<file path="config.mk">
export PLATFORM = sky130hd
export DESIGN_NAME = spdp_ram
export DESIGN_NICKNAME = d
export VERILOG_FILES = /design/src/sv/segment_partition_dp_defines.svh /design/src/sv/spdp_ram.sv
export SDC_FILE = /design/constraint.sdc
export NUM_CORES = 1
export LEC_CHECK = 0
export ABC_AREA = 1
export CAP_MARGIN = 20
export CORE_MARGIN = 2
export CORE_UTILIZATION = 35
export DETAILED_ROUTE_END_ITERATION = 6
export DONT_BUFFER_PORTS = 1
export MAX_ROUTING_LAYER = met4
export SYNTH_ARGS = -nofsm -noshare
export SYNTH_HDL_FRONTEND = slang
export SYNTH_SLANG_ARGS = --single-unit
</file>
<file path="constraint.sdc">
create_clock -name clk_i -period 1.5 [get_ports clk_i]
set_clock_uncertainty 0.15 [all_clocks]
set_input_delay 0.15 -clock clk_i [delete_from_list [all_inputs] [get_ports clk_i]]
set_output_delay 0.15 -clock clk_i [all_outputs]
set_load 0.05 [all_outputs]
</file>
<file path="src/sv/segment_partition_dp_defines.svh">
// Assertion macros shared by the segment partition RTL.
`ifndef SEGMENT_PARTITION_DP_DEFINES_SVH
`define SEGMENT_PARTITION_DP_DEFINES_SVH

// Clocked check, switched off while reset is asserted.
`define SPDP_ASSERT(lbl, prop, msg) \
  lbl: assert property (@(posedge clk_i) disable iff (!rst_ni) prop) else $error(msg);

// Implication check built on the one above.
`define SPDP_ASSERT_IMPL(lbl, pre, post, msg) \
  `SPDP_ASSERT(lbl, (pre) |-> (post), msg)

`endif

</file>
<file path="src/sv/spdp_ram.sv">
// Generic simple dual-port RAM with registered read data.
module spdp_ram #(
  parameter int unsigned Width = 8,
  parameter int unsigned Depth = 16
) (
  input  logic                     clk_i,
  input  logic                     we_i,
  input  logic [$clog2(Depth)-1:0] waddr_i,
  input  logic [Width-1:0]         wdata_i,
  input  logic [$clog2(Depth)-1:0] raddr_i,
  output logic [Width-1:0]         rdata_o
);

  logic [Width-1:0] mem_q [Depth];
  logic [Width-1:0] rdata_q;

  // write port and registered read port
  always_ff @(posedge clk_i) begin
    if (we_i) begin
      mem_q[waddr_i] <= wdata_i;
    end
    rdata_q <= mem_q[raddr_i];
  end

  assign rdata_o = rdata_q;

endmodule

</file>
Word-level counts from Yosys, hierarchy flattened:

Memory sizes are Yosys's and may differ from the RTL's. A register that Yosys moved wholly into a read port is not among the register bits.
Cells that the tools add are included.

* register bits: 0
* output and inout bits: 8
* memories: 1
* bits of input ports: 18
* word-level logic and storage cells: 3
* memory bits (writable): 128

* mux-type cells: 2

Memory list
* mem_q: words 16, width 8, read ports 1, clocked after Yosys merged registers in 1, write ports 1, line spdp_ram.sv:14 `logic [Width-1:0] mem_q [Depth];`

Operators by type and width (count)
* 1-bit 2-to-1 mux: 2

Longest topological paths before layout:

* word-level depth: 2
* gate-level depth with buffers: 8
* depth with buffers taken out: 7

Worst setup path before layout:

Ideal clock, no wire load.

* path type: input port to flip-flop
* start: in waddr_i[2]
* end: mem mem_q[10][0], enable pin
* data required time: 0.980 ns
* path slack: 0.249 ns
* stages: 2
* arrival: 0.731 ns
* setup time: 0.370 ns
* cell sequence: nand3b_1 -> nor2_1

RTL lines
* start, declared: line spdp_ram.sv:8 `input logic [$clog2(Depth)-1:0] waddr_i,`
* end, declared: line spdp_ram.sv:14

Straight into the memory's write port.

Worst setup path after layout:

* start: reg rdata_q[3], in the netlist rdata_o[3] (read register of mem_q)
* end: out rdata_o[3]

RTL lines
* start, declared: line spdp_ram.sv:15 `logic [Width-1:0] rdata_q;`
* end, declared: line spdp_ram.sv:11 `output logic [Width-1:0] rdata_o`

No word-level cell between the ends.

==> impl_metrics.json <==
{
  "status": "finished, violations left",
  "violations": "negative hold slack",
  "final_common_cell": "nand2_1",
  "fillers": 1558,
  "die_x_um": 132.4,
  "ys_types": 12,
  "cts_htree_levels": 4,
  "antenna_found_initial": 0,
  "clockPowerShare_pct": 45.3,
  "layout_common_cells": "nand2_1, edfxtp_1, inv_1",
  "worstPathMaxFanout": 1,
  "rows": 46,
  "intPower_mw": 6.994,
  "cp_data_arrival_time_ns": 1.14,
  "power_frac_seq_pct": 49.7,
  "clock_latency_ns": 0.41,
  "drc": 0,
  "syn_inst": 551,
  "rsz0062_at_grt": "false",
  "p_sw_mw": 1.807,
  "dr.pass1.iters": 7,
  "clock_sinks": 136,
  "grt_max_degree": 66,
  "wirelength_um": 13130,
  "dr_total_vias": 3743,
  "syn_area_um2": 5767,
  "final-setup-viol-count": 0,
  "synth_fp_nets": 569,
  "dp_hpwl_um": 8118,
  "grt_pass1_wl_um": 20190,
  "routedWlPerCell_um": 16.29,
  "clk_path_buf_depth": 2,
  "die_h_um": 132.4,
  "cp-end-kind": "output port",
  "ys_warn_count": 0,
  "slew_headroom_pct": 50.12,
  "gr-total-overflow": 0,
  "gp_congestion": 0.7687,
  "post_cts_buffers": 0,
  "post-route-min-period_ns": 1.442,
  "ctsResizeCount": 0,
  "core_um2": 16000,
  "viasPerCell": 4.644,
  "fmax_mhz": 693.3,
  "holdWs_ns": -0.1969,
  "initial_core_util_pct": 36.04,
  "finalHoldViolCount": 8,
  "leakagePower_nw": 2.864,
  "nNetsFinal": 595,
  "path_clk_slew_ns": 0.05,
  "max_cap_viol_count": 0,
  "dieArea_um2": 17520,
  "critPathLaunchType": "register",
  "postSynthAreaPerCell_um2": 10.47,
  "swShare_pct": 20.53,
  "seq_area_frac_synth_pct": 69.43,
  "period_share_pct": 96.16,
  "drt_iter0_markers": 274,
  "ys_ff_latch": 136,
  "final_max_slew_viol_count": 0,
  "cts_tree": "yes",
  "cts_root_buf": "clkbuf_16",
  "area_delta_synth_final_pct": 16.90,
  "powerDensity_nw_per_um2": 1306,
  "postCtsHoldBufs": 9,
  "numPortBuffers": 0,
  "hold_path_class": "in -> reg",
  "groute.usage.overall_pct": 16.29,
  "cp.required_ns": 1.20,
  "n_antenna_cell": 0,
  "worst_pin_slew_ns": 0.7457,
  "cts_inserted_buffers": 17,
  "pwr-share-comb_pct": 5.1,
  "ir_drop_uv": 726.4,
  "tns_ns": 0,
  "ant_nets": 0,
  "first_global_vias": 3601,
  "critical_path_class": "reg -> out",
  "ios": 26,
  "layout-drive-gt1-share_pct": 8.305
}
cell type report:
type / count / area, um^2 / area share [%]
multi-input combinational: 289 / 1214 / 18.00
tap: 216 / 270.3 / 4.009
sequential: 136 / 4004 / 59.39
clock buffer: 31 / 548.0 / 8.129
clock inverter: 1 / 30.03 / 0.4454
inverter: 102 / 382.9 / 5.679
timing repair buffer: 31 / 292.8 / 4.343
metrics by stage:
step	setup slack (ns)	instance area, um^2	total power [mW]	std cells	utilization, %
2_1_floorplan	0.2492	5767	4.735	551	-
3_3_place_gp	0.2991	6073	4.808	765	37.96
3_5_place_dp	0.2730	6073	4.815	765	37.96
4_1_cts	0.05777	6741	8.851	806	42.13
5_1_grt	0.01075	6741	9.056	806	42.13
6_report	0.05761	6741	8.802	806	42.13
synth_stat cells:
cell      number  area (um^2)
buf_6          6        67.56
inv_2          2        7.510
nand2_1      173        649.4
nand3_1       97        485.5
buf_2         13        65.06
dfxtp_1        8        160.2
nor2_1        17        63.81
edfxtp_1     128         3844
nand3b_1       2        15.01
buf_1          1        3.750
buf_4          4        30.03
inv_1        100        375.4
cell families (layout without fill, tap and decap cells):
logic type | Yosys count | in the layout | share of synthesized area [%]
AND/OR/NAND/NOR | 289 | 289 | 21.05
flip-flops | 136 | 136 | 69.43
buffers and inverters | 126 | 165 | 9.525
flip-flops by register name, summed over array words and instances, names as in the netlist:
signal   count
rdata_o      8
mem_q      128
worst reg2reg max path, stage by stage, from the launching register on:
cell and delay (ns):
edfxtp_1 0.36, inv_1 0.06, nand2_1 0.06, nand3_1 0.09, nand3_1 0.09, nand3_1 0.16, nand2_1 0.08
worst paths after layout:
check | slack [ns] | to | depth (start not counted) | startpoint
worst max-delay path | 0.06 | rdata_o[3] | 0 | rdata_o[3]$_DFF_P_
worst min-delay path | -0.20 | rdata_o[5]$_DFF_P_ | 3 | raddr_i[2]
worst max register to register | 0.33 | rdata_o[3]$_DFF_P_ | 6 | mem_q[8][3]$_DFFE_PP_
worst min register to register | 0.52 | rdata_o[1]$_DFF_P_ | 6 | mem_q[4][1]$_DFFE_PP_
power groups by stage:
stage | Clock [mW] | Combinational (mW) | Sequential, mW
2_1_floorplan | 0 | 0.300 | 4.44
3_3_place_gp | 0 | 0.361 | 4.45
3_5_place_dp | 0 | 0.368 | 4.45
4_1_cts | 4.03 | 0.451 | 4.37
5_1_grt | 4.18 | 0.499 | 4.38
6_report | 3.98 | 0.448 | 4.37
per-layer routing:
| layer | share of wire, % | track usage [%] | routed length, um |
|---|---|---|---|
| met1 | 42 | 19.15 | 5568 |
| met2 | 50 | 26.83 | 6628 |
| met3 | 5.6 | 4.421 | 735 |
| met4 | 1.5 | 6.033 | 195 |
| met5 | 0 | - | 0 |
No activity file was read; power rests on OpenSTA's default activity.
